==> src/rtl/umx_pkg.sv <==
// umx_pkg: shared types, opcodes, status codes and sizes of the universal machine execute unit
// no dependencies; used by every module under rtl
package umx_pkg;

  localparam int NUM_REGS = 8;
  localparam int WORD_W   = 32;

  // opcode and register field positions in the instruction word
  localparam int OP_LSB     = 28;
  localparam int LI_REG_LSB = 25;
  localparam int LI_VAL_W   = 25;
  localparam int A_LSB      = 6;
  localparam int B_LSB      = 3;
  localparam int C_LSB      = 0;

  localparam logic [3:0] OP_CMOV   = 4'd0;
  localparam logic [3:0] OP_SLOAD  = 4'd1;
  localparam logic [3:0] OP_SSTORE = 4'd2;
  localparam logic [3:0] OP_ADD    = 4'd3;
  localparam logic [3:0] OP_MUL    = 4'd4;
  localparam logic [3:0] OP_DIV    = 4'd5;
  localparam logic [3:0] OP_NAND   = 4'd6;
  localparam logic [3:0] OP_HALT   = 4'd7;
  localparam logic [3:0] OP_MAP    = 4'd8;
  localparam logic [3:0] OP_UNMAP  = 4'd9;
  localparam logic [3:0] OP_OUT    = 4'd10;
  localparam logic [3:0] OP_IN     = 4'd11;
  localparam logic [3:0] OP_LOADP  = 4'd12;
  localparam logic [3:0] OP_LI     = 4'd13;

  localparam logic [2:0] ST_OK      = 3'd0;
  localparam logic [2:0] ST_HALTED  = 3'd1;
  localparam logic [2:0] ST_DIVZERO = 3'd2;
  localparam logic [2:0] ST_MEMOP   = 3'd3;
  localparam logic [2:0] ST_ILLEGAL = 3'd4;

  typedef struct packed {
    logic [31:0] insn;
    logic [7:0]  in_byte;
    logic        in_eof;
  } in_t;

  typedef struct packed {
    logic [2:0]  status;
    logic [7:0]  out_char;
    logic        out_valid;
    logic [31:0] next_pc;
    logic        program_load;
    logic [31:0] load_segment;
  } out_t;

  typedef enum logic [1:0] {
    S_IDLE,
    S_EXEC,
    S_DIV,
    S_DONE
  } state_t;

endpackage

==> src/rtl/umx_regfile.sv <==
// umx_regfile: general register file, one write port and two registered read ports
// uses umx_pkg for the word width; valid bits make unwritten registers read as zero
module umx_regfile #(
  parameter int NUM_REGS = umx_pkg::NUM_REGS,
  parameter int AW       = $clog2(NUM_REGS)
) (
  input  logic                       clk,
  input  logic                       rst,
  input  logic                       we,
  input  logic [AW-1:0]              waddr,
  input  logic [umx_pkg::WORD_W-1:0] wdata,
  input  logic                       re,
  input  logic [AW-1:0]              raddr_b,
  input  logic [AW-1:0]              raddr_c,
  output logic [umx_pkg::WORD_W-1:0] rdata_b,
  output logic [umx_pkg::WORD_W-1:0] rdata_c
);

  logic [umx_pkg::WORD_W-1:0] mem [NUM_REGS];
  logic [NUM_REGS-1:0]        valid;

  always_ff @(posedge clk) begin
    if (we) begin
      mem[waddr] <= wdata;
    end
  end

  always_ff @(posedge clk) begin
    if (rst) begin
      valid <= '0;
    end else if (we) begin
      valid[waddr] <= 1'b1;
    end
  end

  always_ff @(posedge clk) begin
    if (re) begin
      rdata_b <= valid[raddr_b] ? mem[raddr_b] : '0;
      rdata_c <= valid[raddr_c] ? mem[raddr_c] : '0;
    end
  end

endmodule

==> src/rtl/umx_divider.sv <==
// umx_divider: restoring unsigned divider, one quotient bit per cycle
// uses umx_pkg for the default width; divisor must be nonzero when started
module umx_divider #(
  parameter int W = umx_pkg::WORD_W
) (
  input  logic         clk,
  input  logic         rst,
  input  logic         start,
  input  logic [W-1:0] dividend,
  input  logic [W-1:0] divisor,
  output logic         done,
  output logic [W-1:0] quotient
);

  localparam int CW = $clog2(W);
  localparam logic [CW-1:0] LAST = CW'(W - 1);

  logic          busy;
  logic [CW-1:0] cnt;
  logic [W-1:0]  rem;
  logic [W-1:0]  quo;
  logic [W-1:0]  den;
  logic [W:0]    shifted;
  logic [W:0]    diff;
  logic          ge;

  always_comb begin
    shifted = {rem, quo[W-1]};
    diff    = shifted - {1'b0, den};
    ge      = ~diff[W];
  end

  always_ff @(posedge clk) begin
    if (rst) begin
      busy <= 1'b0;
      done <= 1'b0;
      cnt  <= '0;
    end else begin
      done <= 1'b0;
      if (start) begin
        busy <= 1'b1;
        cnt  <= '0;
      end else if (busy) begin
        cnt <= cnt + 1'b1;
        if (cnt == LAST) begin
          busy <= 1'b0;
          done <= 1'b1;
        end
      end
    end
  end

  always_ff @(posedge clk) begin
    if (start) begin
      rem <= '0;
      quo <= dividend;
      den <= divisor;
    end else if (busy) begin
      rem <= ge ? diff[W-1:0] : shifted[W-1:0];
      quo <= {quo[W-2:0], ge};
    end
  end

  assign quotient = quo;

endmodule

==> src/rtl/universal_machine_execute_unit.sv <==
// universal_machine_execute_unit: executes one fetched instruction per input transaction
// steps: register read, execute (result registered), commit to the output register and pc;
// commit waits while the output holds an untaken result; a nonzero divide first waits for the
// bit-serial divider (one quotient bit a cycle); a new transaction is taken only after commit
// reset (rst, synchronous): registers read as zero, pc zero, not halted, no result pending
// uses umx_pkg, umx_regfile and umx_divider
module universal_machine_execute_unit #(
  parameter int NUM_REGS = umx_pkg::NUM_REGS
) (
  input  logic           clk,
  input  logic           rst,
  input  logic           in_valid,
  output logic           in_ready,
  input  umx_pkg::in_t   in_data,
  output logic           out_valid,
  input  logic           out_ready,
  output umx_pkg::out_t  out_data
);

  localparam int AW = $clog2(NUM_REGS);
  localparam int W  = umx_pkg::WORD_W;

  umx_pkg::state_t state, state_next;

  umx_pkg::in_t  item;
  umx_pkg::out_t res, res_next;
  logic          wen, wen_next;
  logic [AW-1:0] waddr, waddr_next;
  logic [W-1:0]  wdata, wdata_next;
  logic          halt_set, halt_set_next;
  logic [W-1:0]  pc;
  logic          halted;

  logic          accept;
  logic          load_out;
  logic          rf_we;
  logic [W-1:0]  rb, rc;
  logic [W-1:0]  mul;
  logic          div_start;
  logic          div_done;
  logic [W-1:0]  quotient;
  logic [3:0]    op;
  logic [AW-1:0] ia, ib, ic, ili;

  assign accept   = in_valid && in_ready;
  assign in_ready = (state == umx_pkg::S_IDLE);
  assign load_out = (state == umx_pkg::S_DONE) && (!out_valid || out_ready);
  assign rf_we    = load_out && wen;

  assign op  = item.insn[umx_pkg::OP_LSB +: 4];
  assign ia  = item.insn[umx_pkg::A_LSB +: AW];
  assign ib  = item.insn[umx_pkg::B_LSB +: AW];
  assign ic  = item.insn[umx_pkg::C_LSB +: AW];
  assign ili = item.insn[umx_pkg::LI_REG_LSB +: AW];
  assign mul = rb * rc;

  umx_regfile #(
    .NUM_REGS (NUM_REGS),
    .AW       (AW)
  ) u_regfile (
    .clk     (clk),
    .rst     (rst),
    .we      (rf_we),
    .waddr   (waddr),
    .wdata   (wdata),
    .re      (accept),
    .raddr_b (in_data.insn[umx_pkg::B_LSB +: AW]),
    .raddr_c (in_data.insn[umx_pkg::C_LSB +: AW]),
    .rdata_b (rb),
    .rdata_c (rc)
  );

  umx_divider #(
    .W (W)
  ) u_divider (
    .clk      (clk),
    .rst      (rst),
    .start    (div_start),
    .dividend (rb),
    .divisor  (rc),
    .done     (div_done),
    .quotient (quotient)
  );

  always_ff @(posedge clk) begin
    if (rst) begin
      state     <= umx_pkg::S_IDLE;
      out_valid <= 1'b0;
      pc        <= '0;
      halted    <= 1'b0;
    end else begin
      state <= state_next;
      if (load_out) begin
        out_valid <= 1'b1;
        pc        <= res.next_pc;
        if (halt_set) begin
          halted <= 1'b1;
        end
      end else if (out_ready) begin
        out_valid <= 1'b0;
      end
    end
  end

  always_ff @(posedge clk) begin
    if (accept) begin
      item <= in_data;
    end
    if (load_out) begin
      out_data <= res;
    end
    res      <= res_next;
    wen      <= wen_next;
    waddr    <= waddr_next;
    wdata    <= wdata_next;
    halt_set <= halt_set_next;
  end

  always_comb begin
    state_next    = state;
    res_next      = res;
    wen_next      = wen;
    waddr_next    = waddr;
    wdata_next    = wdata;
    halt_set_next = halt_set;
    div_start     = 1'b0;
    case (state)
      umx_pkg::S_IDLE: begin
        if (accept) begin
          state_next = umx_pkg::S_EXEC;
        end
      end
      umx_pkg::S_EXEC: begin
        res_next         = '0;
        res_next.status  = umx_pkg::ST_OK;
        res_next.next_pc = pc + 1'b1;
        wen_next         = 1'b0;
        waddr_next       = ia;
        wdata_next       = '0;
        halt_set_next    = 1'b0;
        state_next       = umx_pkg::S_DONE;
        if (halted) begin
          res_next.status  = umx_pkg::ST_HALTED;
          res_next.next_pc = pc;
        end else begin
          case (op)
            umx_pkg::OP_CMOV: begin
              wen_next   = (rc != '0);
              wdata_next = rb;
            end
            umx_pkg::OP_ADD: begin
              wen_next   = 1'b1;
              wdata_next = rb + rc;
            end
            umx_pkg::OP_MUL: begin
              wen_next   = 1'b1;
              wdata_next = mul;
            end
            umx_pkg::OP_DIV: begin
              if (rc == '0) begin
                res_next.status = umx_pkg::ST_DIVZERO;
              end else begin
                wen_next   = 1'b1;
                div_start  = 1'b1;
                state_next = umx_pkg::S_DIV;
              end
            end
            umx_pkg::OP_NAND: begin
              wen_next   = 1'b1;
              wdata_next = ~(rb & rc);
            end
            umx_pkg::OP_HALT: begin
              halt_set_next    = 1'b1;
              res_next.status  = umx_pkg::ST_HALTED;
              res_next.next_pc = pc;
            end
            umx_pkg::OP_OUT: begin
              res_next.out_char  = rc[7:0];
              res_next.out_valid = 1'b1;
            end
            umx_pkg::OP_IN: begin
              wen_next   = 1'b1;
              waddr_next = ic;
              wdata_next = item.in_eof ? '1 : W'(item.in_byte);
            end
            umx_pkg::OP_LOADP: begin
              res_next.next_pc = rc;
              if (rb != '0) begin
                res_next.program_load = 1'b1;
                res_next.load_segment = rb;
              end
            end
            umx_pkg::OP_LI: begin
              wen_next   = 1'b1;
              waddr_next = ili;
              wdata_next = W'(item.insn[umx_pkg::LI_VAL_W-1:0]);
            end
            umx_pkg::OP_SLOAD, umx_pkg::OP_SSTORE, umx_pkg::OP_MAP, umx_pkg::OP_UNMAP: begin
              res_next.status = umx_pkg::ST_MEMOP;
            end
            default: begin
              res_next.status = umx_pkg::ST_ILLEGAL;
            end
          endcase
        end
      end
      umx_pkg::S_DIV: begin
        if (div_done) begin
          wdata_next = quotient;
          state_next = umx_pkg::S_DONE;
        end
      end
      umx_pkg::S_DONE: begin
        if (load_out) begin
          state_next = umx_pkg::S_IDLE;
        end
      end
      default: begin
        state_next = umx_pkg::S_IDLE;
      end
    endcase
  end

`ifndef NO_ASSERTIONS
  // a halted machine never writes a register
  a_halted_no_write: assert property (@(posedge clk) disable iff (rst) halted |-> !rf_we)
    else $error("register write while halted");

  // the committed pc follows the result just loaded
  a_pc_commit: assert property (@(posedge clk) disable iff (rst)
    load_out |=> (pc == out_data.next_pc))
    else $error("pc does not match emitted next_pc");

  // the divider only finishes while the sequencer waits for it
  a_div_done_state: assert property (@(posedge clk) disable iff (rst)
    div_done |-> (state == umx_pkg::S_DIV))
    else $error("divider finished outside divide wait");

  // a divide is only started with a nonzero divisor
  a_div_nonzero: assert property (@(posedge clk) disable iff (rst)
    div_start |-> (rc != '0))
    else $error("divider started with zero divisor");
`endif

endmodule

==> config.mk <==
export PLATFORM = sky130hd
export DESIGN_NAME = universal_machine_execute_unit
export DESIGN_NICKNAME = d
export VERILOG_FILES = /design/src/rtl/umx_pkg.sv /design/src/rtl/umx_regfile.sv /design/src/rtl/umx_divider.sv /design/src/rtl/universal_machine_execute_unit.sv
export SDC_FILE = /design/constraint.sdc
export NUM_CORES = 2
export LEC_CHECK = 0
export BUFFER_PORTS_ARGS = -buffer_cell sky130_fd_sc_hd__buf_2
export CORE_MARGIN = 4
export CORE_UTILIZATION = 55
export DETAILED_ROUTE_END_ITERATION = 12
export PLACE_DENSITY = 0.72
export SLEW_MARGIN = 20
export SYNTH_ARGS = -nofsm -noshare
export SYNTH_HDL_FRONTEND = slang
export SYNTH_SLANG_ARGS = --single-unit
export TNS_END_PERCENT = 50
==> constraint.sdc <==
create_clock -name clk -period 17.4 [get_ports clk]
set_clock_uncertainty 0.05 [all_clocks]
set_input_delay 2.61 -clock clk [delete_from_list [all_inputs] [get_ports clk]]
set_output_delay 2.61 -clock clk [all_outputs]
set_load 0.05 [all_outputs]
==> flow_metrics.env <==
export IMPL_grt_pass1_vias=34217
export IMPL_numCtsBuffers=75
export IMPL_r2r_start="u_regfile.rdata_c[7]$_SDFFCE_PN0P_"
export IMPL_status="finished, final reports clean"
export IMPL_startpoint="u_regfile.rdata_c[7]$_SDFFCE_PN0P_"
export IMPL_setup_tns_ns=0
export IMPL_critical_path_arrival_ns=8.55
export IMPL_yosys_warnings=0
export IMPL_port_buffers=123
export IMPL_fin_area_mm2=0.0527
export IMPL_met3_length_um=14100
export IMPL_wl_met1_um=51700
export IMPL_tightest_slew_ns=1.22
export IMPL_hold_viol_final=0
export IMPL_hp_class="reg -> reg"
export IMPL_stdcell_count=5415
export IMPL_synth_flop_cell="edfxtp_1"
export IMPL_cp_endpoint="wdata[31]$_DFFE_PP_"
export IMPL_r2r_worst_path_cells=24
export IMPL_final_cell_mix="edfxtp_1, nand2_1, inv_1, fa_1, and2_1"
export IMPL_viasPerCell=6.13
export IMPL_dp_hpwl_um=88800
export IMPL_grt_first_pass_wirelength_um=207000
export IMPL_overflow=0
export IMPL_whs_path_depth=0
export IMPL_num_rows=108
export IMPL_drc=0
export IMPL_nets=4848
export IMPL_cts_root_buf="clkbuf_16"
export IMPL_max_cap_violations=0
export IMPL_setup_worst_path_start_class="flip-flop"
export IMPL_crit_path_end_kind="flip-flop"
export IMPL_period_needed_ns=8.21
export IMPL_core_mm2=0.0869
export IMPL_clock_latency_ns=0.67
export IMPL_fmaxAchievable_mhz=122
export IMPL_ys_ff_latch=699
export IMPL_synthCells=4148
export IMPL_clkTransAtPathRegs_ns=0.06
export IMPL_num_fill_cells=6849
export IMPL_die_area_mm2=0.0925
export IMPL_cts_resized=0
export IMPL_fin_crit_sh_pct=47.2
export IMPL_clock_sinks=699
export IMPL_path_class="reg -> reg"
export IMPL_r2r_end="wdata[31]$_DFFE_PP_"
export IMPL_grt_setup_unrepaired="false"
export IMPL_synthDistinctLibCells=86
export IMPL_cts_tree="done"
export IMPL_cts_hold_buf=0
export IMPL_areaGrowthSynthToFinish_pct=9.20
export IMPL_wl_met2_um=61200
export IMPL_post_dp_cell_area_mm2=0.0502
export IMPL_postCtsSetupBuffers=0
export IMPL_antenna_found_initial=4
export IMPL_top_layer_used="met5"
export IMPL_ys_async_sr_fraction_pct=0
export IMPL_max_slew_margin_pct=19.0
export IMPL_reg2reg_slack_ns=9.19
export IMPL_synth_edf_count=616
export IMPL_synth_top_cell_area_share_pct=38.3
export IMPL_synth_area_mm2=0.0482
export IMPL_htreeDepth=3
export IMPL_cp_required_ns=17.74
export IMPL_firstDrtPassIters=6
export IMPL_wl_um=134000
export IMPL_setup_viol=0
export IMPL_synth_nets=4797
export IMPL_synthTopCellsByArea="edfxtp_1, fa_1, mux4_2"
export IMPL_synth_area_leader_cell="edfxtp_1"
export IMPL_vias=33213
export IMPL_start_util_pct=55.5
export IMPL_drive_above_1_share_pct=12.4
export IMPL_drt_iter0_drc=3631
export IMPL_synth_avg_cell_area_um2=11.6
export IMPL_place_inst=5277
export IMPL_clock_path_buffers=3
export IMPL_ios=124
export IMPL_track_usage_pct=29.3
export IMPL_die_height_um=304
export IMPL_gp_congestion=0.934
export IMPL_final_common_cell="edfxtp_1"
export IMPL_slew_violations=0
export IMPL_cp_max_fo=29
export IMPL_dieWidth_um=304
export IMPL_grt_start_max_net_pins=77
export IMPL_antenna_left=0
export IMPL_wl_per_cell_um=24.8
export IMPL_yosysSeqAreaShare_pct=41.8
[per-layer routing]
metal	track usage (%)	vias to the layer above
li1	-	14401
met1	39.3	16597
met2	46.2	1814
met3	6.45	397
met4	13.2	4
met5	0	-
[worst min path at each step]
| stage | startpoint | endpoint | slack, ns |
|---|---|---|---|
| after floorplan | res[0]$_SDFFCE_PP0P_ | out_data[0]$_DFFE_PP_ | 0.35 |
| after global placement | res[27]$_SDFFCE_PP0P_ | out_data[27]$_DFFE_PP_ | 0.35 |
| after detailed placement | res[19]$_SDFFCE_PP0P_ | out_data[19]$_DFFE_PP_ | 0.35 |
| after CTS | res[27]$_SDFFCE_PP0P_ | out_data[27]$_DFFE_PP_ | 0.36 |
| after global routing | res[31]$_SDFFCE_PP0P_ | out_data[31]$_DFFE_PP_ | 0.37 |
| final | res[27]$_SDFFCE_PP0P_ | out_data[27]$_DFFE_PP_ | 0.36 |
[synthesized netlist by cell type, types with 6 or more instances]
master and n:
edfxtp_1 616, nand2_1 457, inv_1 440, fa_1 410
and2_1 347, nor2_1 202, clkbuf_1 195, ha_1 194
a21oi_1 169, o21ai_0 166, mux4_2 132, xnor2_1 97
dfxtp_1 83, mux2i_1 75, xor2_1 39, nand3_1 34
nor3_1 34, mux2_2 33, a21o_1 31, a31oi_1 29
nor4_1 26, buf_1 25, a22oi_1 21, a221oi_1 20
and3_1 20, nand2b_1 18, a211oi_1 15, nand4_1 14
nor2b_1 14, o21a_1 14, o211ai_1 13, buf_2 11
a32oi_1 10, o2111ai_1 10, o21bai_1 9, or3_1 9
nand3b_1 8, nor3b_1 7, o221ai_1 7, o22ai_1 7
o31a_1 7, a211o_1 6, a22o_1 6
[logic make-up (layout without fill, tap and decap cells)]
group	Yosys count	in the layout	synth area share, %
other	0	2	0
XOR/XNOR	138	138	2.56
adder cells (fa/ha/maj)	604	604	22.0
AND/OR/NAND/NOR	1209	1209	12.2
flip-flops	699	699	41.8
multiplexers	240	240	8.49
AO/OA/AOI/OAI	583	583	7.58
buffers and inverters	675	785	5.30
[stage by stage]
stage	hold slack, ns	setup slack (ns)	utilization, %
after CTS	0.358	9.30	60.6
after global routing	0.371	8.93	60.6
after floorplan	0.350	10.10	-
after detailed placement	0.355	9.38	57.8
after global placement	0.351	9.45	57.8
final	0.360	9.19	60.6
[cell type report]
type / instances / area [um2] / share of cell area [%]
Multi-Input combinational cell: 2774 / 25700 / 48.7
Sequential cell: 699 / 20200 / 38.3
Clock buffer: 95 / 1990 / 3.78
Inverter: 442 / 1660 / 3.15
Tap cell: 1155 / 1450 / 2.74
Timing Repair Buffer: 207 / 1250 / 2.38
Clock inverter: 41 / 480 / 0.912
Antenna cell: 2 / 5.00 / 0.00950
[registers in the layout (all words and copies together) (netlist names), 2 cells and up]
name and count:
res 77, u_regfile.valid 8, ili 3, ic 3
out_data 77, state 2, u_divider.rem 32, u_regfile.rdata_b 32
u_divider.den 32, waddr 3, ib 3, u_regfile.mem 256
u_regfile.rdata_c 32, pc 32, u_divider.quotient 32, item 29
u_divider.cnt 5, wdata 32, ia 3
[worst max-delay path: stages (launching register included)]
cell and delay, ns:
edfxtp_1 1.15, and2_1 0.26, fa_1 0.43, fa_1 0.51, fa_1 0.52, inv_1 0.05, fa_1 0.48, inv_1 0.05
fa_1 0.50, inv_1 0.06, fa_1 0.54, inv_1 0.05, fa_1 0.49, fa_1 0.43, ha_1 0.36, a211oi_1 0.27
nor2_1 0.08, a2111oi_0 0.32, a21bo_2 0.32, a21boi_4 0.23, o21ai_2 0.10, a211oi_2 0.20, xnor2_1 0.10, a221oi_1 0.24
a21oi_1 0.07
Power is not shown: default switching activity piles up to over one toggle a cycle in this logic, so the estimate is an artifact.
